$ cat src/hw/rtl/psu_pkg.sv
// ----------------------------------------------------------------------------
// PNG scanline unfilter package
// Shared constants, types and the Paeth predictor for the unfilter block.
// ----------------------------------------------------------------------------
`default_nettype none

package psu_pkg;

  // Line store geometry
  localparam int MaxWidth   = 4096;
  localparam int MaxBpp     = 3;
  localparam int StoreDepth = MaxWidth * MaxBpp;
  localparam int ColW       = $clog2(StoreDepth);

  // Register field widths
  localparam int WidthW   = 13;
  localparam int HeightW  = 16;
  localparam int BppW     = 2;
  localparam int CfgDataW = 16;
  localparam int CfgIdxW  = 2;

  // Register indexes
  localparam logic [CfgIdxW-1:0] CFG_WIDTH  = 2'd0;
  localparam logic [CfgIdxW-1:0] CFG_HEIGHT = 2'd1;
  localparam logic [CfgIdxW-1:0] CFG_BPP    = 2'd2;

  // Row filter types
  localparam logic [2:0] FILT_NONE  = 3'd0;
  localparam logic [2:0] FILT_SUB   = 3'd1;
  localparam logic [2:0] FILT_UP    = 3'd2;
  localparam logic [2:0] FILT_AVG   = 3'd3;
  localparam logic [2:0] FILT_PAETH = 3'd4;

  typedef logic [ColW-1:0] col_t;

  // One data byte on its way from the sequencer to reconstruction
  typedef struct packed {
    logic [7:0] data;
    col_t       col;
    logic [1:0] ch;
    logic       last_byte;
    logic       last_row;
    logic       row_nz;
    logic [2:0] kind;
    logic       bad;
  } item_t;

  // Line store read request
  typedef struct packed {
    logic en;
    col_t addr;
  } mem_rd_t;

  // Line store write-back
  typedef struct packed {
    logic       en;
    col_t       addr;
    logic [7:0] data;
  } mem_wr_t;

  // Paeth predictor: pick the neighbor closest to a + b - c
  function automatic logic [7:0] paeth(input logic [7:0] a, input logic [7:0] b,
                                       input logic [7:0] c);
    logic signed [9:0] da;
    logic signed [9:0] db;
    logic signed [9:0] dc;
    logic [9:0]        pa;
    logic [9:0]        pb;
    logic [9:0]        pc;
    da = signed'({2'b00, b}) - signed'({2'b00, c});
    db = signed'({2'b00, a}) - signed'({2'b00, c});
    dc = signed'({2'b00, a}) + signed'({2'b00, b}) - signed'({1'b0, c, 1'b0});
    pa = da[9] ? unsigned'(-da) : unsigned'(da);
    pb = db[9] ? unsigned'(-db) : unsigned'(db);
    pc = dc[9] ? unsigned'(-dc) : unsigned'(dc);
    if (pa <= pb && pa <= pc) begin
      paeth = a;
    end else if (pb <= pc) begin
      paeth = b;
    end else begin
      paeth = c;
    end
  endfunction

endpackage

`default_nettype wire

$ cat src/hw/rtl/psu_if.sv
// ----------------------------------------------------------------------------
// PNG scanline unfilter channels
// Valid/ready channels for the inflated byte stream and the pixel results.
// ----------------------------------------------------------------------------
`default_nettype none

interface psu_in_if;
  logic       valid;
  logic       ready;
  logic [7:0] stream_byte;

  modport source (output valid, output stream_byte, input ready);
  modport sink   (input valid, input stream_byte, output ready);
endinterface


`default_nettype wire

$ cat src/hw/rtl/psu_front.sv
// ----------------------------------------------------------------------------
// PNG scanline unfilter sequencer
// Holds the registers, parses filter bytes, tracks column and row, and
// issues the line store read for each data byte.
// ----------------------------------------------------------------------------
`default_nettype none

module psu_front (
  input  wire                               clk,
  input  wire                               rst_n,
  psu_in_if.sink                            in_stream,
  input  wire                               cfg_we,
  input  wire [psu_pkg::CfgIdxW-1:0]        cfg_index,
  input  wire [psu_pkg::CfgDataW-1:0]       cfg_wdata,
  input  wire                               s1_free,
  output logic                              restart,
  output logic                              item_valid,
  output psu_pkg::item_t                    item,
  output psu_pkg::mem_rd_t                  mem_rd
);

  logic [psu_pkg::WidthW-1:0]  width_r;
  logic [psu_pkg::HeightW-1:0] height_r;
  logic [psu_pkg::BppW-1:0]    bpp_r;

  logic                        expect_r;
  psu_pkg::col_t               col_r;
  logic [1:0]                  ch_r;
  logic [psu_pkg::HeightW-1:0] row_r;
  logic [2:0]                  kind_r;
  logic                        bad_r;

  logic [psu_pkg::WidthW-1:0]  eff_w;
  logic [1:0]                  eff_bpp;
  logic [14:0]                 row_bytes;
  psu_pkg::col_t               last_col;
  logic [psu_pkg::HeightW-1:0] last_row_idx;
  logic                        in_acc;
  logic                        last_byte;
  logic                        last_row;
  logic                        cfg_hit;

  // Effective geometry with out-of-range values clamped
  always_comb begin
    if (width_r == '0) begin
      eff_w = psu_pkg::WidthW'(1);
    end else if (width_r > psu_pkg::WidthW'(psu_pkg::MaxWidth)) begin
      eff_w = psu_pkg::WidthW'(psu_pkg::MaxWidth);
    end else begin
      eff_w = width_r;
    end
    eff_bpp      = (bpp_r == 2'd0) ? 2'd1 : bpp_r;
    row_bytes    = 15'(eff_w) * 15'(eff_bpp);
    last_col     = psu_pkg::ColW'(row_bytes - 15'd1);
    last_row_idx = (height_r == '0) ? '0 : height_r - 16'd1;
  end

  assign in_stream.ready = s1_free;
  assign in_acc          = in_stream.valid && s1_free;
  assign last_byte       = (col_r == last_col);
  assign last_row        = last_byte && (row_r == last_row_idx);

  // Register writes; any known index restarts the stream
  always_comb begin
    unique case (cfg_index) inside
      psu_pkg::CFG_WIDTH, psu_pkg::CFG_HEIGHT, psu_pkg::CFG_BPP: cfg_hit = 1'b1;
      default: cfg_hit = 1'b0;
    endcase
  end
  assign restart = cfg_we && cfg_hit;

  always_ff @(posedge clk) begin
    if (!rst_n) begin
      width_r  <= psu_pkg::WidthW'(1);
      height_r <= psu_pkg::HeightW'(1);
      bpp_r    <= psu_pkg::BppW'(1);
    end else if (cfg_we) begin
      unique case (cfg_index)
        psu_pkg::CFG_WIDTH:  width_r  <= cfg_wdata[psu_pkg::WidthW-1:0];
        psu_pkg::CFG_HEIGHT: height_r <= cfg_wdata[psu_pkg::HeightW-1:0];
        psu_pkg::CFG_BPP:    bpp_r    <= cfg_wdata[psu_pkg::BppW-1:0];
        default: ;
      endcase
    end
  end

  // Row and column tracking
  always_ff @(posedge clk) begin
    if (!rst_n || restart) begin
      expect_r <= 1'b1;
      col_r    <= '0;
      ch_r     <= '0;
      row_r    <= '0;
      kind_r   <= psu_pkg::FILT_NONE;
      bad_r    <= 1'b0;
    end else if (in_acc) begin
      if (expect_r) begin
        // filter-type byte: unknown types fall back to None
        bad_r    <= (in_stream.stream_byte > 8'd4);
        kind_r   <= (in_stream.stream_byte > 8'd4) ? psu_pkg::FILT_NONE
                                                   : in_stream.stream_byte[2:0];
        expect_r <= 1'b0;
        col_r    <= '0;
        ch_r     <= '0;
      end else if (last_byte) begin
        expect_r <= 1'b1;
        col_r    <= '0;
        ch_r     <= '0;
        row_r    <= last_row ? '0 : row_r + 16'd1;
      end else begin
        col_r <= col_r + psu_pkg::ColW'(1);
        ch_r  <= (ch_r == eff_bpp - 2'd1) ? 2'd0 : ch_r + 2'd1;
      end
    end
  end

  // Data byte handed to reconstruction, line store read issued alongside
  assign item_valid = in_acc && !expect_r;
  always_comb begin
    item.data      = in_stream.stream_byte;
    item.col       = col_r;
    item.ch        = ch_r;
    item.last_byte = last_byte;
    item.last_row  = last_row;
    item.row_nz    = (row_r != '0);
    item.kind      = kind_r;
    item.bad       = bad_r;
    mem_rd.en      = item_valid;
    mem_rd.addr    = col_r;
  end

endmodule

`default_nettype wire

$ cat src/flat_wrapper.sv
// flat-port wrapper written by rule: the top's interface ports become plain ports
module psu_front_flat 
  (clk, rst_n, cfg_we, cfg_index, cfg_wdata, s1_free, restart, item_valid, item, mem_rd, in_stream_valid, in_stream_stream_byte, in_stream_ready);
  psu_in_if in_stream_i ();
  input  wire clk;
  input  wire rst_n;
  input  wire cfg_we;
  input  wire [psu_pkg::CfgIdxW-1:0] cfg_index;
  input  wire [psu_pkg::CfgDataW-1:0] cfg_wdata;
  input  wire s1_free;
  output logic restart;
  output logic item_valid;
  output psu_pkg::item_t item;
  output psu_pkg::mem_rd_t mem_rd;
  input wire logic [$bits(in_stream_i.valid)-1:0] in_stream_valid;
  input wire logic [$bits(in_stream_i.stream_byte)-1:0] in_stream_stream_byte;
  output wire logic [$bits(in_stream_i.ready)-1:0] in_stream_ready;
  assign in_stream_i.valid = in_stream_valid;
  assign in_stream_i.stream_byte = in_stream_stream_byte;
  assign in_stream_ready = in_stream_i.ready;
  psu_front u_core (.clk(clk), .rst_n(rst_n), .in_stream(in_stream_i), .cfg_we(cfg_we), .cfg_index(cfg_index), .cfg_wdata(cfg_wdata), .s1_free(s1_free), .restart(restart), .item_valid(item_valid), .item(item), .mem_rd(mem_rd));
endmodule
$ cat config.mk
export PLATFORM = sky130hd
export DESIGN_NAME = psu_front_flat
export DESIGN_NICKNAME = d
export VERILOG_FILES = /design/src/hw/rtl/psu_pkg.sv /design/src/hw/rtl/psu_if.sv /design/src/hw/rtl/psu_front.sv /design/src/flat_wrapper.sv
export SDC_FILE = /design/constraint.sdc
export NUM_CORES = 1
export LEC_CHECK = 0
export BUFFER_PORTS_ARGS = -buffer_cell sky130_fd_sc_hd__buf_2
export CORE_MARGIN = 3
export CORE_UTILIZATION = 57
export DETAILED_ROUTE_END_ITERATION = 7
export PLACE_DENSITY_LB_ADDON = 0.12
export SKIP_CTS_REPAIR_TIMING = 1
export SYNTH_ARGS = -nofsm -noshare
export SYNTH_HDL_FRONTEND = slang
export SYNTH_SLANG_ARGS = --single-unit
export TNS_END_PERCENT = 10
$ cat constraint.sdc
create_clock -name clk -period 9 [get_ports clk]
set_clock_uncertainty 0.2 [all_clocks]
set_input_delay 0.45 -clock clk [delete_from_list [all_inputs] [get_ports clk]]
set_output_delay 0.45 -clock clk [all_outputs]
set_load 0.01 [all_outputs]
==> impl_metrics.toml <==
[status]
outcome = "finished clean"

[logic_synthesis]
synth_edf_count = 0
ys_seq_area_share_pct = 24.18
dominantRegCellSynth = "dfxtp_1"
synth.distinct_cells = 74
yosys_warnings = 0
avgSynthCellArea_um2 = 7.448
postSynth.asyncResetShare_pct = 0
syn_nets = 816
postSynthCellCount = 756
synth.ff_latch_count = 68
netlist_area_um2 = 5630

[global_routing]
grt_pass1_vias = 5271
grt_pass1_wl_um = 25070
antenna_found_initial = 0
grt_max_degree = 49
overflow = 0
grt_util_all_layers_pct = 27.00

[cells_and_area]
nets = 836
layout-drive-gt1-share_pct = 15.11
postLayoutCoreUtil_pct = 64.13
final_common_cell = "nand2_1"
num_antenna_cells = 0
areaGrowthSynthToFinish_pct = 7.244
fin_area_um2 = 6038
nFillCells = 864
layout_common_cells = "nand2_1 (127), buf_2 (79), dfxtp_1 (68)"

[power_and_ir_drop]
peakVddDrop_v = 0.00006569
leakagePower_nw = 2.409
power_density_nw_per_um2 = 130.4

[detailed_routing]
wl_met3_um = 733
wl_per_cell_um = 16.56
met2_length_um = 7402
routed_wl_um = 15070
vias = 5614
drtPass1Iterations = 5
ant_nets = 0
drt-met1-wl_um = 6573
via_per_inst = 6.169
top_layer_used = "met4"
remaining_drc_errors = 0
first_iter_violations = 327

[timing]
setup_viol_count_final = 0
finalHoldViolCount = 0
timing.final.crit_share_pct = 63.54
layout_min_cycle_time_ns = 5.719
max_freq_ghz = 0.1749
max-slew-margin-rel_pct = 29.46
tightestPinTransition_ns = 1.048
finalMaxSlewViolations = 0
rsz0062_at_grt = "false"
whs_ns = 0.1351
fin_tns_setup_ns = 0
setup_slack_ns = 3.281

[critical_path]
crit_buf_inv = 3
cp_slowest_stage_delay_ns = 0.67
critPathSlowestCell = "or4b_2"
worstSetupEndpointType = "flip-flop"
crit_fanout = 48
crit_family = "simple AND/OR/NAND/NOR gates"
cp-start-kind = "flip-flop"
crit_chain = "nor4_1 -> nand3_1 -> a21oi_1 -> nand2_1 -> ha_1 -> inv_1 -> ha_1 -> inv_1 -> fa_1 -> nor2b_1 -> o2111ai_1 -> a21oi_1 -> nor3b_1 -> or4b_1 -> or4_1 -> buf_4 -> or4b_2 -> o31ai_1"
cp.arrival_ns = 5.78
cp.required_ns = 9.06
critPathKind = "reg -> reg"

[die]
core_um2 = 9415
dieWidth_um = 105.4
die-area_um2 = 11110
fp-row-count = 35
dieHeight_um = 105.4
initial_core_util_pct = 59.80
ioPinCount = 80

[flow_run]
maxCapViolations = 0

[cts]
cts_max_path_buffers = 2
cts_sinks = 68
clk_latency_ns = 0.36
cts_tree = "built"
clk_pin_slew_worst_paths_ns = 0.09
h-tree-depth = 3
cts-root-buf = "clkbuf_8"
cts-buffers-inserted = 9

[place]
hpwl_um = 11340
gp_congestion = 0.9113
io_buffer_count = 79
placed_area_um2 = 5803
pre_cts_ws_ns = 3.359

[hold_path]
hold_path_class = "in -> reg"
==> flip-flops by register name, summed over array words and instances (netlist names) <==
signal / cells
u_core.height_r: 16
u_core.row_r: 16
u_core.col_r: 14
u_core.width_r: 13
u_core.kind_r: 3
u_core.bpp_r: 2
u_core.ch_r: 2
u_core.bad_r: 1
u_core.expect_r: 1
==> report_power, final <==
| group | leakage (nW) | internal [mW] | total, mW | switching [mW] |
|---|---|---|---|---|
| Combinational | 1.75 | 0.0702 | 0.169 | 0.0992 |
| Sequential | 0.550 | 0.306 | 0.315 | 0.00873 |
| Clock | 0.112 | 0.172 | 0.304 | 0.132 |
| Total | 2.41 | 0.548 | 0.788 | 0.240 |
==> per-layer routing <==
metal	GRT usage [%]	vias to the layer above
met5	0	-
met1	33.81	2647
met3	2.878	32
met4	10.40	0
li1	-	2753
met2	47.36	182
==> per-stage QoR <==
stage               std cells  power [mW]
finish                    910      0.7876
global route              910      0.8239
CTS                       910      0.7881
detailed placement        894      0.4869
global placement          894      0.4832
floorplan                 756      0.4479
==> cell families after synthesis <==
kind of cell | count (synthesis) | synth area share, %
AOI/OAI and AO/OA | 182 | 22.24
muxes | 7 | 1.267
and+or+nand+nor | 319 | 30.09
xor gates and xnor gates | 32 | 5.244
buffers and inverters | 118 | 10.22
DFF | 68 | 24.18
adders and majority gates | 30 | 6.756
==> Yosys cell counts (5+ instances only) <==
master / n / share of area [%]
a21boi_0: 30 / 4.0
a21oi_1: 33 / 2.9
a22oi_1: 5 / 0.67
a31oi_1: 9 / 1.0
a32oi_1: 6 / 0.93
and3_1: 13 / 1.4
buf_4: 28 / 3.7
clkbuf_1: 37 / 2.5
dfxtp_1: 68 / 24
ha_1: 28 / 6.2
inv_1: 45 / 3.0
mux2i_1: 6 / 1.1
nand2_1: 127 / 8.5
nand2b_1: 5 / 0.56
nand3_1: 23 / 2.0
nand3b_1: 10 / 1.3
nand4_1: 17 / 1.9
nor2_1: 20 / 1.3
nor2b_1: 6 / 0.67
nor3_1: 20 / 1.8
nor3b_1: 6 / 0.80
nor4_1: 10 / 1.1
o211ai_1: 8 / 1.1
o21ai_0: 34 / 3.0
o31ai_1: 16 / 2.1
or2_2: 6 / 0.67
or3_1: 14 / 1.6
or4_1: 15 / 2.0
xnor2_1: 19 / 3.0
xor2_1: 12 / 1.9
==> layout make-up <==
type / instances / area (um^2) / area share (%)
Tap cell: 129 / 161.4 / 2.673
Timing Repair Buffer: 82 / 417.9 / 6.921
Clock inverter: 5 / 83.83 / 1.388
Multi-Input combinational cell: 570 / 3694 / 61.17
Clock buffer: 11 / 151.4 / 2.507
Sequential cell: 68 / 1361 / 22.54
Inverter: 45 / 168.9 / 2.797
==> tightest hold or removal path, delay by kind of cell <==
family | cells | cell delay (ns)
buffers and inverters | 1 | 0.09
and+or+nand+nor | 1 | 0.04
AOI/OAI and AO/OA | 1 | 0.06
==> final timing paths <==
path	from	endpoint	slack [ns]	depth (start not counted)
setup / recovery	u_core.width_r[0]	u_core.row_r[1]	3.28	18
hold / removal	cfg_wdata[13]	u_core.height_r[13]	0.14	3
setup reg to reg	u_core.width_r[0]	u_core.row_r[1]	3.28	18
hold reg to reg	u_core.width_r[1]	u_core.width_r[1]	0.31	2
No activity file was read; power rests on OpenSTA's default activity.
