--- config.mk ---
export PLATFORM = sky130hd
export DESIGN_NAME = psu_recon_flat
export DESIGN_NICKNAME = d
export VERILOG_FILES = /design/src/hw/rtl/psu_pkg.sv /design/src/hw/rtl/psu_if.sv /design/src/hw/rtl/psu_recon.sv /design/src/flat_wrapper.sv
export SDC_FILE = /design/constraint.sdc
export NUM_CORES = 1
export LEC_CHECK = 0
export BUFFER_PORTS_ARGS = -buffer_cell sky130_fd_sc_hd__buf_2
export CAP_MARGIN = 20
export CORE_UTILIZATION = 28
export DETAILED_ROUTE_END_ITERATION = 10
export PLACE_DENSITY_LB_ADDON = 0.08
export SLEW_MARGIN = 40
export SYNTH_ARGS = -nofsm -noshare
export SYNTH_HDL_FRONTEND = slang
export SYNTH_SLANG_ARGS = --single-unit
--- constraint.sdc ---
create_clock -name clk -period 12.1 [get_ports clk]
set_clock_uncertainty 0.05 [all_clocks]
set_input_delay 1.815 -clock clk [delete_from_list [all_inputs] [get_ports clk]]
set_output_delay 1.815 -clock clk [all_outputs]
set_load 0.01 [all_outputs]
--- src/hw/rtl/psu_pkg.sv ---
// ----------------------------------------------------------------------------
// PNG scanline unfilter package
// Shared constants, types and the Paeth predictor for the unfilter block.
// ----------------------------------------------------------------------------
`default_nettype none

package psu_pkg;

  // Line store geometry
  localparam int MaxWidth   = 4096;
  localparam int MaxBpp     = 3;
  localparam int StoreDepth = MaxWidth * MaxBpp;
  localparam int ColW       = $clog2(StoreDepth);

  // Register field widths
  localparam int WidthW   = 13;
  localparam int HeightW  = 16;
  localparam int BppW     = 2;
  localparam int CfgDataW = 16;
  localparam int CfgIdxW  = 2;

  // Register indexes
  localparam logic [CfgIdxW-1:0] CFG_WIDTH  = 2'd0;
  localparam logic [CfgIdxW-1:0] CFG_HEIGHT = 2'd1;
  localparam logic [CfgIdxW-1:0] CFG_BPP    = 2'd2;

  // Row filter types
  localparam logic [2:0] FILT_NONE  = 3'd0;
  localparam logic [2:0] FILT_SUB   = 3'd1;
  localparam logic [2:0] FILT_UP    = 3'd2;
  localparam logic [2:0] FILT_AVG   = 3'd3;
  localparam logic [2:0] FILT_PAETH = 3'd4;

  typedef logic [ColW-1:0] col_t;

  // One data byte on its way from the sequencer to reconstruction
  typedef struct packed {
    logic [7:0] data;
    col_t       col;
    logic [1:0] ch;
    logic       last_byte;
    logic       last_row;
    logic       row_nz;
    logic [2:0] kind;
    logic       bad;
  } item_t;

  // Line store read request
  typedef struct packed {
    logic en;
    col_t addr;
  } mem_rd_t;

  // Line store write-back
  typedef struct packed {
    logic       en;
    col_t       addr;
    logic [7:0] data;
  } mem_wr_t;

  // Paeth predictor: pick the neighbor closest to a + b - c
  function automatic logic [7:0] paeth(input logic [7:0] a, input logic [7:0] b,
                                       input logic [7:0] c);
    logic signed [9:0] da;
    logic signed [9:0] db;
    logic signed [9:0] dc;
    logic [9:0]        pa;
    logic [9:0]        pb;
    logic [9:0]        pc;
    da = signed'({2'b00, b}) - signed'({2'b00, c});
    db = signed'({2'b00, a}) - signed'({2'b00, c});
    dc = signed'({2'b00, a}) + signed'({2'b00, b}) - signed'({1'b0, c, 1'b0});
    pa = da[9] ? unsigned'(-da) : unsigned'(da);
    pb = db[9] ? unsigned'(-db) : unsigned'(db);
    pc = dc[9] ? unsigned'(-dc) : unsigned'(dc);
    if (pa <= pb && pa <= pc) begin
      paeth = a;
    end else if (pb <= pc) begin
      paeth = b;
    end else begin
      paeth = c;
    end
  endfunction

endpackage

`default_nettype wire

--- src/hw/rtl/psu_if.sv ---
// ----------------------------------------------------------------------------
// PNG scanline unfilter channels
// Valid/ready channels for the inflated byte stream and the pixel results.
// ----------------------------------------------------------------------------
`default_nettype none


interface psu_out_if;
  logic       valid;
  logic       ready;
  logic [7:0] pixel_byte;
  logic [1:0] channel_index;
  logic       row_end;
  logic       image_end;
  logic       unknown_filter;

  modport source (output valid, output pixel_byte, output channel_index,
                  output row_end, output image_end, output unknown_filter,
                  input ready);
  modport sink   (input valid, input pixel_byte, input channel_index,
                  input row_end, input image_end, input unknown_filter,
                  output ready);
endinterface

`default_nettype wire

--- src/hw/rtl/psu_recon.sv ---
// ----------------------------------------------------------------------------
// PNG scanline unfilter reconstruction
// Applies the row filter with the left, above and upper-left bytes, writes
// the result back to the line store and holds it in the output register.
// ----------------------------------------------------------------------------
`default_nettype none

module psu_recon (
  input  wire                clk,
  input  wire                rst_n,
  input  wire                restart,
  input  wire                item_valid,
  input  psu_pkg::item_t     item,
  input  wire [7:0]          rd_data,
  output logic               s1_free,
  output psu_pkg::mem_wr_t   mem_wr,
  psu_out_if.source          out_result
);

  logic            s1_valid_r;
  psu_pkg::item_t  s1_r;
  logic            s1_adv;

  logic [2:0][7:0] left_r;
  logic [2:0][7:0] upleft_r;

  logic [7:0]      a;
  logic [7:0]      b;
  logic [7:0]      c;
  logic [7:0]      pred;
  logic [7:0]      res;
  logic [8:0]      sum_ab;

  logic            out_valid_r;
  logic [7:0]      pix_r;
  logic [1:0]      ch_r;
  logic            row_end_r;
  logic            image_end_r;
  logic            unk_r;

  assign s1_adv  = s1_valid_r && (!out_valid_r || out_result.ready);
  assign s1_free = !s1_valid_r || s1_adv;

  // Stage holding the byte whose line store read is in flight
  always_ff @(posedge clk) begin
    if (!rst_n) begin
      s1_valid_r <= 1'b0;
    end else if (s1_free) begin
      s1_valid_r <= item_valid;
    end
  end

  always_ff @(posedge clk) begin
    if (s1_free && item_valid) begin
      s1_r <= item;
    end
  end

  // Neighbor selection; left/upper-left are zero at the start of each row
  always_comb begin
    case (s1_r.ch)
      2'd0:    begin a = left_r[0]; c = upleft_r[0]; end
      2'd1:    begin a = left_r[1]; c = upleft_r[1]; end
      2'd2:    begin a = left_r[2]; c = upleft_r[2]; end
      default: begin a = 8'd0;      c = 8'd0;        end
    endcase
    // the line store is only valid once a row has been written
    b      = s1_r.row_nz ? rd_data : 8'd0;
    sum_ab = {1'b0, a} + {1'b0, b};
  end

  // Predictor and modulo-256 add
  always_comb begin
    unique case (s1_r.kind)
      psu_pkg::FILT_NONE:  pred = 8'd0;
      psu_pkg::FILT_SUB:   pred = a;
      psu_pkg::FILT_UP:    pred = b;
      psu_pkg::FILT_AVG:   pred = sum_ab[8:1];
      psu_pkg::FILT_PAETH: pred = psu_pkg::paeth(a, b, c);
      default:             pred = 8'd0;
    endcase
    res = s1_r.data + pred;
  end

  // Write-back; the next row reads this column only after its filter byte
  always_comb begin
    mem_wr.en   = s1_adv;
    mem_wr.addr = s1_r.col;
    mem_wr.data = res;
  end

  // Left and upper-left pixel bytes
  always_ff @(posedge clk) begin
    if (!rst_n || restart) begin
      left_r   <= '0;
      upleft_r <= '0;
    end else if (s1_adv) begin
      if (s1_r.last_byte) begin
        left_r   <= '0;
        upleft_r <= '0;
      end else begin
        case (s1_r.ch)
          2'd0:    begin left_r[0] <= res; upleft_r[0] <= b; end
          2'd1:    begin left_r[1] <= res; upleft_r[1] <= b; end
          2'd2:    begin left_r[2] <= res; upleft_r[2] <= b; end
          default: ;
        endcase
      end
    end
  end

  // Output register
  always_ff @(posedge clk) begin
    if (!rst_n) begin
      out_valid_r <= 1'b0;
    end else if (s1_adv) begin
      out_valid_r <= 1'b1;
    end else if (out_result.ready) begin
      out_valid_r <= 1'b0;
    end
  end

  always_ff @(posedge clk) begin
    if (s1_adv) begin
      pix_r       <= res;
      ch_r        <= s1_r.ch;
      row_end_r   <= s1_r.last_byte;
      image_end_r <= s1_r.last_row;
      unk_r       <= s1_r.bad;
    end
  end

  assign out_result.valid          = out_valid_r;
  assign out_result.pixel_byte     = pix_r;
  assign out_result.channel_index  = ch_r;
  assign out_result.row_end        = row_end_r;
  assign out_result.image_end      = image_end_r;
  assign out_result.unknown_filter = unk_r;

  // First byte of a row sees no left or upper-left neighbor
  a_row_start_clear: assert property (@(posedge clk) disable iff (!rst_n)
    s1_valid_r && s1_r.col == '0 |-> left_r == '0 && upleft_r == '0)
    else $error("neighbor bytes not cleared at row start");

  // Unknown filter rows decode as None
  a_bad_is_none: assert property (@(posedge clk) disable iff (!rst_n)
    s1_valid_r && s1_r.bad |-> s1_r.kind == psu_pkg::FILT_NONE)
    else $error("unknown filter row not mapped to None");

  // Byte within pixel never exceeds the column
  a_ch_le_col: assert property (@(posedge clk) disable iff (!rst_n)
    s1_valid_r |-> psu_pkg::ColW'(s1_r.ch) <= s1_r.col)
    else $error("channel index ahead of column");

  // A stalled output keeps the stage from writing back
  a_stall_no_write: assert property (@(posedge clk) disable iff (!rst_n)
    out_valid_r && !out_result.ready |-> !mem_wr.en)
    else $error("write-back while output stalled");

endmodule

`default_nettype wire

--- src/flat_wrapper.sv ---
// flat-port wrapper written by rule: the top's interface ports become plain ports
module psu_recon_flat 
  (clk, rst_n, restart, item_valid, item, rd_data, s1_free, mem_wr, out_result_valid, out_result_pixel_byte, out_result_channel_index, out_result_row_end, out_result_image_end, out_result_unknown_filter, out_result_ready);
  psu_out_if out_result_i ();
  input  wire clk;
  input  wire rst_n;
  input  wire restart;
  input  wire item_valid;
  input  psu_pkg::item_t item;
  input  wire [7:0] rd_data;
  output logic s1_free;
  output psu_pkg::mem_wr_t mem_wr;
  output wire logic [$bits(out_result_i.valid)-1:0] out_result_valid;
  output wire logic [$bits(out_result_i.pixel_byte)-1:0] out_result_pixel_byte;
  output wire logic [$bits(out_result_i.channel_index)-1:0] out_result_channel_index;
  output wire logic [$bits(out_result_i.row_end)-1:0] out_result_row_end;
  output wire logic [$bits(out_result_i.image_end)-1:0] out_result_image_end;
  output wire logic [$bits(out_result_i.unknown_filter)-1:0] out_result_unknown_filter;
  input wire logic [$bits(out_result_i.ready)-1:0] out_result_ready;
  assign out_result_valid = out_result_i.valid;
  assign out_result_pixel_byte = out_result_i.pixel_byte;
  assign out_result_channel_index = out_result_i.channel_index;
  assign out_result_row_end = out_result_i.row_end;
  assign out_result_image_end = out_result_i.image_end;
  assign out_result_unknown_filter = out_result_i.unknown_filter;
  assign out_result_i.ready = out_result_ready;
  psu_recon u_core (.clk(clk), .rst_n(rst_n), .restart(restart), .item_valid(item_valid), .item(item), .rd_data(rd_data), .s1_free(s1_free), .mem_wr(mem_wr), .out_result(out_result_i));
endmodule
==> impl_metrics.env, run 1 <==
export IMPL_post_drt_wl_per_cell_um=17.33
export IMPL_status="completed"
export IMPL_top_layer_used="met4"
export IMPL_cp_arrival_ps=9480
export IMPL_crit_required_ps=10230
export IMPL_period_share_pct=93.78
export IMPL_clk_pin_slew_ps=80
export IMPL_vias=5870
export IMPL_grt_usage_pct=16.57
export IMPL_ff_latch_area_um2=2322
export IMPL_hold_viol=0
export IMPL_syn_to_final_growth_pct=15.11
export IMPL_yosysWarnings=0
export IMPL_power_per_cell_area_nw_per_um2=112.7
export IMPL_viasPerCell=4.896
export IMPL_port_buffers=81
export IMPL_max_freq_mhz=88.13
export IMPL_antenna_found_initial=0
export IMPL_synth_distinct_cells=72
export IMPL_drt_total_wl_um=20780
export IMPL_crit_type="in -> out"
export IMPL_met3_length_um=761
export IMPL_drive_above_1_share_pct=15.89
export IMPL_yosysSeqAreaShare_pct=33.46
export IMPL_core_area_um2=24320
export IMPL_insertedDiodeCount=0
export IMPL_wl_met2_um=9958
export IMPL_dr_pass1_iters=5
export IMPL_hp_class="reg -> reg"
export IMPL_grt_setup_unrepaired="no"
export IMPL_hpwl_um=16070
export IMPL_crit_path_max_fanout=9
export IMPL_crit_path_start_kind="input pin"
export IMPL_ir_drop_uv=92.28
export IMPL_instances_no_fill=1199
export IMPL_relSlewSlack_pct=46.11
export IMPL_grt_pass1_wl_um=32560
export IMPL_finalSetupViolCount=0
export IMPL_clk_latency_ps=350
export IMPL_synth_edff_count=44
export IMPL_final_cell_mix="nand2_1, buf_2, a21oi_1, ha_1, nor2_1"
export IMPL_end_kind="output pin"
export IMPL_ant_nets=0
export IMPL_leakage_nw=3.250
export IMPL_grt_max_degree=49
export IMPL_die_w_um=159.4
export IMPL_ys_ff_latch=94
export IMPL_globalplace_congestion=0.8174
export IMPL_avgSynthCellArea_um2=8.632
export IMPL_start_util_pct=28.54
export IMPL_final_max_slew_viol_count=0
export IMPL_grt_ovfl_total=0
export IMPL_synth_area_um2=6940
export IMPL_core_rowCount=57
export IMPL_dp_cells=1183
export IMPL_postSynthCellCount=804
export IMPL_h_tree_depth=3
export IMPL_final_util_pct=32.85
export IMPL_ys_flop_type="dfxtp_1"
export IMPL_wl_met1_um=9785
export IMPL_root_buffer="clkbuf_16"
export IMPL_fp_dieArea_um2=25420
export IMPL_die_h_um=159.4
export IMPL_max_stage_delay_ps=610
export IMPL_multi_input_area_um2=4239
export IMPL_synth_async_reset_ratio_pct=0
export IMPL_setup_tns_ps=0
export IMPL_drc=0
export IMPL_drtIter0Drc=242
export IMPL_layout_nets=988
export IMPL_cts_buffers=9
export IMPL_n_fill_cell=2574
export IMPL_worst_slew_pin_slew_ps=808.3
export IMPL_cts_tree="built"
export IMPL_cts_sinks=94
export IMPL_io_pins=82
export IMPL_crit_slowest_cell="or4b_1"
export IMPL_grt_pass1_vias=5734
export IMPL_period_minus_slack_ps=11350
export IMPL_drv_cap=0
export IMPL_ctsLongestPathBuffers=2
export IMPL_final_common_cell="nand2_1"
[report_power, final]
part           internal [mW]  switching [mW]  total, mW  leakage (nW)
logic                  0.102           0.161      0.262          2.28
clock network          0.146           0.139      0.285         0.143
registers              0.346         0.00706      0.353         0.828
[synth_stat cells (3+ instances only)]
master / instances / area [µm²]
a211oi_1: 6 / 45.04
a21boi_0: 7 / 52.55
a21o_1: 14 / 105.1
a21oi_1: 79 / 395.4
a31oi_1: 5 / 31.28
and2_1: 5 / 31.28
and3_1: 4 / 25.02
buf_1: 3 / 11.26
buf_4: 15 / 112.6
clkbuf_1: 27 / 101.4
dfxtp_1: 50 / 1001
edfxtp_1: 44 / 1321
fa_1: 3 / 60.06
ha_1: 71 / 888.4
inv_1: 46 / 172.7
mux2_2: 3 / 33.78
mux2i_1: 24 / 240.2
nand2_1: 89 / 334.1
nand2b_1: 6 / 37.54
nand3_1: 20 / 100.1
nor2_1: 57 / 214.0
nor2b_1: 17 / 106.4
nor3_1: 31 / 155.2
nor3b_1: 8 / 60.06
nor4_1: 3 / 18.77
o211ai_1: 7 / 52.55
o21a_1: 5 / 37.54
o21ai_0: 33 / 165.2
o21ai_1: 5 / 25.02
o21bai_1: 3 / 22.52
o22ai_1: 4 / 25.02
o311ai_0: 3 / 26.28
or3_1: 5 / 31.28
xnor2_1: 29 / 254.0
xor2_1: 21 / 183.9
[layout make-up]
class	count	share of cell area [%]
Multi-Input combinational cell	618	53.06
Sequential cell	94	29.07
Timing Repair Buffer	100	6.860
Tap cell	324	5.074
Clock buffer	9	2.819
Inverter	47	2.208
Clock inverter	7	0.9084
[routing by layer]
layer	global-route usage, %	vias to the layer above
met5	0	-
met4	4.065	0
met3	2.553	19
met2	28.01	119
met1	22.03	2730
li1	-	3002
[state kept, by name (all words and copies together), names as in the netlist, 2 cells and up]
name and count:
u_core.out_result.channel_index 2, u_core.left_r 24, u_core.s1_r 17, u_core.mem_wr 14, u_core.upleft_r 24, u_core.out_result.pixel_byte 8
[worst paths after layout]
path	startpoint	endpoint	slack (ps)	depth (start not counted)
max	rd_data[0]	mem_wr[7]	750	35
min	u_core.s1_r[0]	u_core.out_result.unknown_filter	370	0
max reg2reg	u_core.s1_r[7]	u_core.out_result.pixel_byte[7]	3110	29
min reg2reg	u_core.s1_r[0]	u_core.out_result.unknown_filter	370	0
[stage by stage]
step	instance area (µm²)	hold WS, ps	setup WS [ps]	power (mW)
floorplan	6948	350.3	1989	0.5438
global placement	7670	350.8	627.3	0.6244
detailed placement	7675	354.5	515.9	0.6221
CTS	7973	374.3	501.5	0.9125
global route	7989	381.8	14.39	0.9565
finish	7989	370.8	752.9	0.9002
[worst max-delay path, delay by kind of cell]
family / cells / cell delay [ps]
XOR/XNOR: 4 / 900
AO/OA/AOI/OAI: 15 / 3180
adder cells (fa/ha/maj): 5 / 1400
AND/OR/NAND/NOR: 7 / 1710
buffers and inverters: 4 / 460
[kinds of logic after synthesis]
group / share of synthesized area (%)
muxes: 4.146
xor gates and xnor gates: 6.310
buffers and inverters: 6.021
DFF: 33.46
adders and majority gates: 13.97
and+or+nand+nor: 17.79
other: 0.1082
AOI/OAI and AO/OA: 18.19
[repair_timing]
item,4_1_cts,5_1_grt
gates resized for setup,0,5
endpoints found under the setup margin,0,2
buffers inserted,0,0
hold buffers,0,0
hold endpoints to repair,0,0
Power figures use the tool's default switching activity.
==> run 2: changes to the inputs <==
==> constraint.sdc (replaced) <==
create_clock -name clk -period 12.1 [get_ports clk]
set_clock_uncertainty 0.05 [all_clocks]
set_input_delay 1.21 -clock clk [delete_from_list [all_inputs] [get_ports clk]]
set_output_delay 1.21 -clock clk [all_outputs]
set_load 0.01 [all_outputs]
==> impl_metrics.env, run 2 (synthesis results as in run 1) <==
export IMPL_setup_tns_ps=0
export IMPL_crit_path_start_kind="register"
export IMPL_busiest_layer="met2"
export IMPL_p_total_uw=895.8
export IMPL_worst_slew_pin_slew_ps=792.3
export IMPL_final_cell_mix="nand2_1, buf_2, a21oi_1, ha_1, nor2_1"
export IMPL_max_stage_delay_ps=670
export IMPL_clk_pin_slew_ps=80
export IMPL_hpwl_um=15910
export IMPL_ctsResizeCount=0
export IMPL_power_frac_seq_pct=39.4
export IMPL_p_int_uw=592.2
export IMPL_insertedDiodeCount=0
export IMPL_drv_cap=0
export IMPL_top_regs="u_core.left_r x24, u_core.upleft_r x24, u_core.s1_r x17"
export IMPL_viasPerCell=4.899
export IMPL_postPlaceCellArea_um2=7645
export IMPL_max_freq_mhz=93.51
export IMPL_swShare_pct=33.90
export IMPL_vias=5859
export IMPL_hold_viol=0
export IMPL_n_fill_cell=2587
export IMPL_antenna_found_initial=0
export IMPL_post_drt_wl_per_cell_um=17.32
export IMPL_period_minus_slack_ps=10690
export IMPL_root_buffer="clkbuf_16"
export IMPL_pwr_share_clk_pct=31.6
export IMPL_period_share_pct=88.38
export IMPL_crit_slowest_cell="edfxtp_1"
export IMPL_grt_setup_unrepaired="no"
export IMPL_ctsLongestPathBuffers=2
export IMPL_dp_cells=1179
export IMPL_grt_pass1_vias=5582
export IMPL_h_tree_depth=3
export IMPL_ant_nets=0
export IMPL_globalplace_congestion=0.8154
export IMPL_crit_family="compound AO/OA/AOI/OAI gates"
export IMPL_crit_required_ps=10840
export IMPL_ir_drop_uv=85.61
export IMPL_cts_setup_buffers=0
export IMPL_grt_ovfl_total=0
export IMPL_grt_use_met1_pct=22.40
export IMPL_drt_total_wl_um=20720
export IMPL_finalSetupViolCount=0
export IMPL_instances_no_fill=1196
export IMPL_layout_nets=985
export IMPL_grt_max_degree=49
export IMPL_relSlewSlack_pct=46.98
export IMPL_status="completed"
export IMPL_grt_pass1_wl_um=32050
export IMPL_critical_path_buf_inv_count=2
export IMPL_cts_buffers=9
export IMPL_final_max_slew_viol_count=0
export IMPL_port_buffers=81
export IMPL_end_kind="output pin"
export IMPL_clk_latency_ps=350
export IMPL_hp_class="reg -> reg"
export IMPL_crit_type="reg -> out"
export IMPL_power_per_cell_area_nw_per_um2=112.7
export IMPL_combPwrFrac_pct=28.9
export IMPL_final_common_cell="nand2_1"
export IMPL_syn_to_final_growth_pct=14.55
export IMPL_io_pins=82
export IMPL_use_met2_pct=27.09
export IMPL_grt_usage_pct=16.31
export IMPL_multi_input_area_um2=4224
export IMPL_dr_pass1_iters=6
export IMPL_ff_latch_area_um2=2322
export IMPL_drive_above_1_share_pct=15.02
export IMPL_leakage_nw=3.232
export IMPL_core_area_um2=24320
export IMPL_crit_path_max_fanout=10
export IMPL_fin_area_um2=7950
export IMPL_cts_tree="built"
export IMPL_die_h_um=159.4
export IMPL_holdBufCountCts=0
export IMPL_drc=0
export IMPL_cts_sinks=94
export IMPL_fp_dieArea_um2=25420
export IMPL_p_switching_uw=303.6
export IMPL_cp_arrival_ps=9430
export IMPL_start_util_pct=28.54
export IMPL_drtIter0Drc=298
export IMPL_die_w_um=159.4
export IMPL_core_rowCount=57
export IMPL_grt_util_met3_pct=1.875
==> run 2: cell type report <==
class	instances	share of cell area, %
sequential	94	29.21
clock inverter	6	0.8026
tap	324	5.099
timing repair buffer	97	6.657
clock buffer	10	2.880
inverter	47	2.219
multi-input combinational	618	53.13
==> run 2: power by group through the flow <==
stage	clock network [mW]	registers [mW]	logic, mW
3_3_place_gp	0	0.361	0.262
3_5_place_dp	0	0.361	0.260
4_1_cts	0.293	0.354	0.261
5_1_grt	0.305	0.355	0.293
6_report	0.284	0.353	0.259
2_1_floorplan	0	0.358	0.186
==> run 2: stage by stage <==
stage                     utilization, %  hold WS [ps]  setup slack (ps)
after floorplan                        -         350.3              3199
after global placement             31.41         351.2              1864
after detailed placement           31.43         356.5              1669
after CTS                          32.64         376.6              1271
after global routing               32.69         396.2             544.1
final                              32.69         375.3              1406
==> run 2: final timing paths <==
check	slack [ps]	start	to	depth (start not counted)
setup / recovery	1410	u_core.s1_r[7]	mem_wr[7]	33
hold / removal	380	u_core.s1_r[0]	u_core.out_result.unknown_filter	0
setup reg to reg	2920	u_core.s1_r[7]	u_core.out_result.pixel_byte[7]	32
hold reg to reg	380	u_core.s1_r[0]	u_core.out_result.unknown_filter	0
==> run 2: metal layers <==
metal,wire length [µm],vias up
li1,-,2988
met1,10080,2723
met2,9578,133
met3,771,15
met4,285,0
met5,0,-
==> run 2: worst register-to-register path, delay by kind of cell, from the launching register on <==
family / cells / cell delay (ps)
buffers and inverters: 1 / 220
multiplexers: 1 / 310
AND/OR/NAND/NOR: 6 / 2040
AO/OA/AOI/OAI: 16 / 3700
flip-flops: 1 / 670
adder cells (fa/ha/maj): 4 / 1120
XOR/XNOR: 4 / 800
==> run 3: changes to the inputs <==
--- a/config.mk
+++ b/config.mk
@@ -6,10 +6,12 @@
 export NUM_CORES = 1
 export LEC_CHECK = 0
 export BUFFER_PORTS_ARGS = -buffer_cell sky130_fd_sc_hd__buf_2
-export CAP_MARGIN = 20
+export CAP_MARGIN = 30
 export CORE_UTILIZATION = 28
 export DETAILED_ROUTE_END_ITERATION = 10
+export HOLD_SLACK_MARGIN = 0.12
 export PLACE_DENSITY_LB_ADDON = 0.08
+export RECOVER_POWER = 100
 export SLEW_MARGIN = 40
 export SYNTH_ARGS = -nofsm -noshare
 export SYNTH_HDL_FRONTEND = slang
==> impl_metrics.env, run 3 (synthesis results as in run 1) <==
export IMPL_hold_slack_ps=375.2
export IMPL_drt_total_wl_um=20730
export IMPL_period_minus_slack_ps=10900
export IMPL_reg2regPathDepth=31
export IMPL_core_area_um2=24320
export IMPL_period_share_pct=90.05
export IMPL_fp_dieArea_um2=25420
export IMPL_top_regs="u_core.left_r x24, u_core.upleft_r x24, u_core.s1_r x17"
export IMPL_n_fill_cell=2604
export IMPL_insertedDiodeCount=0
export IMPL_cts_setup_buffers=0
export IMPL_ant_nets=0
export IMPL_r2r_end="u_core.out_result.pixel_byte[7]"
export IMPL_grt_ovfl_total=0
export IMPL_worst_slew_pin_slew_ps=2230
export IMPL_final_max_slew_viol_count=32
export IMPL_max_stage_delay_ps=680
export IMPL_port_buffers=81
export IMPL_setup_tns_ps=0
export IMPL_leakage_nw=3.106
export IMPL_hp_class="reg -> reg"
export IMPL_status="finished, violations left"
export IMPL_crit_top_cell="ha_1"
export IMPL_crit_type="reg -> out"
export IMPL_post_drt_wl_per_cell_um=17.33
export IMPL_crit_family="compound AO/OA/AOI/OAI gates"
export IMPL_ctsLongestPathBuffers=2
export IMPL_max_freq_mhz=91.77
export IMPL_die_w_um=159.4
export IMPL_hold_viol=0
export IMPL_clk_pin_slew_ps=80
export IMPL_crit_required_ps=10840
export IMPL_cts_tree="built"
export IMPL_syn_to_final_growth_pct=13.47
export IMPL_finalSetupViolCount=0
export IMPL_die_h_um=159.4
export IMPL_dr_pass1_iters=4
export IMPL_drive_above_1_share_pct=9.748
export IMPL_drtIter0Drc=306
export IMPL_root_buffer="clkbuf_16"
export IMPL_p_total_uw=891.7
export IMPL_holdBufCountCts=0
export IMPL_hold_path_end="u_core.out_result.unknown_filter"
export IMPL_final_common_cell="nand2_1"
export IMPL_clk_latency_ps=340
export IMPL_combPwrFrac_pct=28.6
export IMPL_p_switching_uw=303.1
export IMPL_violations="max-capacitance violations, max-slew violations"
export IMPL_hold_depth=0
export IMPL_ctsResizeCount=0
export IMPL_layout_nets=985
export IMPL_place_ws_ps=1669
export IMPL_power_per_cell_area_nw_per_um2=113.2
export IMPL_swShare_pct=33.99
export IMPL_r2r_slack_ps=2730
export IMPL_grt_max_degree=49
export IMPL_crit_path_max_fanout=12
export IMPL_pwr_share_clk_pct=31.7
export IMPL_ir_drop_uv=85.42
export IMPL_r2r_start="u_core.s1_r[8]"
export IMPL_h_tree_depth=3
export IMPL_drv_cap=1
export IMPL_io_pins=82
export IMPL_hpwl_um=15910
export IMPL_viasPerCell=4.899
export IMPL_crit_slowest_cell="edfxtp_1"
export IMPL_critical_path_buf_inv_count=2
export IMPL_relSlewSlack_pct=-48.66
export IMPL_p_int_uw=588.6
export IMPL_cts_sinks=94
export IMPL_grt_pass1_vias=5582
export IMPL_min_from="u_core.s1_r[0]"
export IMPL_grt_usage_pct=16.31
export IMPL_grt_pass1_wl_um=32050
export IMPL_start_util_pct=28.54
export IMPL_globalplace_congestion=0.8154
export IMPL_worst_path_stages=32
export IMPL_cts_buffers=9
export IMPL_antenna_found_initial=0
export IMPL_power_frac_seq_pct=39.7
export IMPL_end_kind="output pin"
export IMPL_drc=0
export IMPL_final_cell_mix="nand2_1, a21oi_1, ha_1, nor2_1, dfxtp_1"
export IMPL_crit_path_start_kind="register"
export IMPL_setup_ws_ps=1204
export IMPL_cp_arrival_ps=9640
export IMPL_grt_setup_unrepaired="no"
export IMPL_vias=5859
export IMPL_core_rowCount=57
## run 3: cell types whose count changed in the layout (fill, tap and decap cells not counted), sizes merged
cell    change
buf        -43
clkbuf     +43
## run 3: metal layers
layer | part of all wire [%] | global-route usage [%]
met1 | 49 | 22.40
met2 | 46 | 27.09
met3 | 3.4 | 1.875
met4 | 1.4 | 4.196
met5 | 0 | 0
## run 3: how the worst max path moves through the flow
stage / startpoint / to / slack, ps
after floorplan: rd_data[1] / mem_wr[7] / 3200
after global placement: u_core.s1_r[7] / mem_wr[7] / 1860
after detailed placement: u_core.s1_r[7] / mem_wr[7] / 1670
after CTS: u_core.s1_r[7] / mem_wr[7] / 1270
after global routing: u_core.s1_r[8] / mem_wr[7] / 340
final: u_core.s1_r[8] / mem_wr[7] / 1200
## run 3: layout make-up
| type | count | area (µm²) | area share [%] |
|---|---|---|---|
| clock buffer | 10 | 229.0 | 2.908 |
| clock inverter | 6 | 63.81 | 0.8103 |
| inverter | 47 | 176.4 | 2.240 |
| multi-input combinational | 618 | 4215 | 53.53 |
| sequential | 94 | 2322 | 29.49 |
| tap | 324 | 405.4 | 5.148 |
| timing repair buffer | 97 | 462.9 | 5.879 |
## run 3: per-stage QoR
stage / std cells / util [%] / area (µm²)
floorplan: 806 / - / 6948
global placement: 1179 / 31.41 / 7640
detailed placement: 1179 / 31.43 / 7645
CTS: 1195 / 32.64 / 7938
global route: 1196 / 32.38 / 7875
finish: 1196 / 32.38 / 7875
## run 3: power groups by stage
stage	combinational, mW	clock [mW]	sequential (mW)
finish	0.255	0.283	0.354
global placement	0.262	0	0.361
floorplan	0.186	0	0.358
global route	0.289	0.305	0.355
CTS	0.261	0.293	0.354
detailed placement	0.260	0	0.361
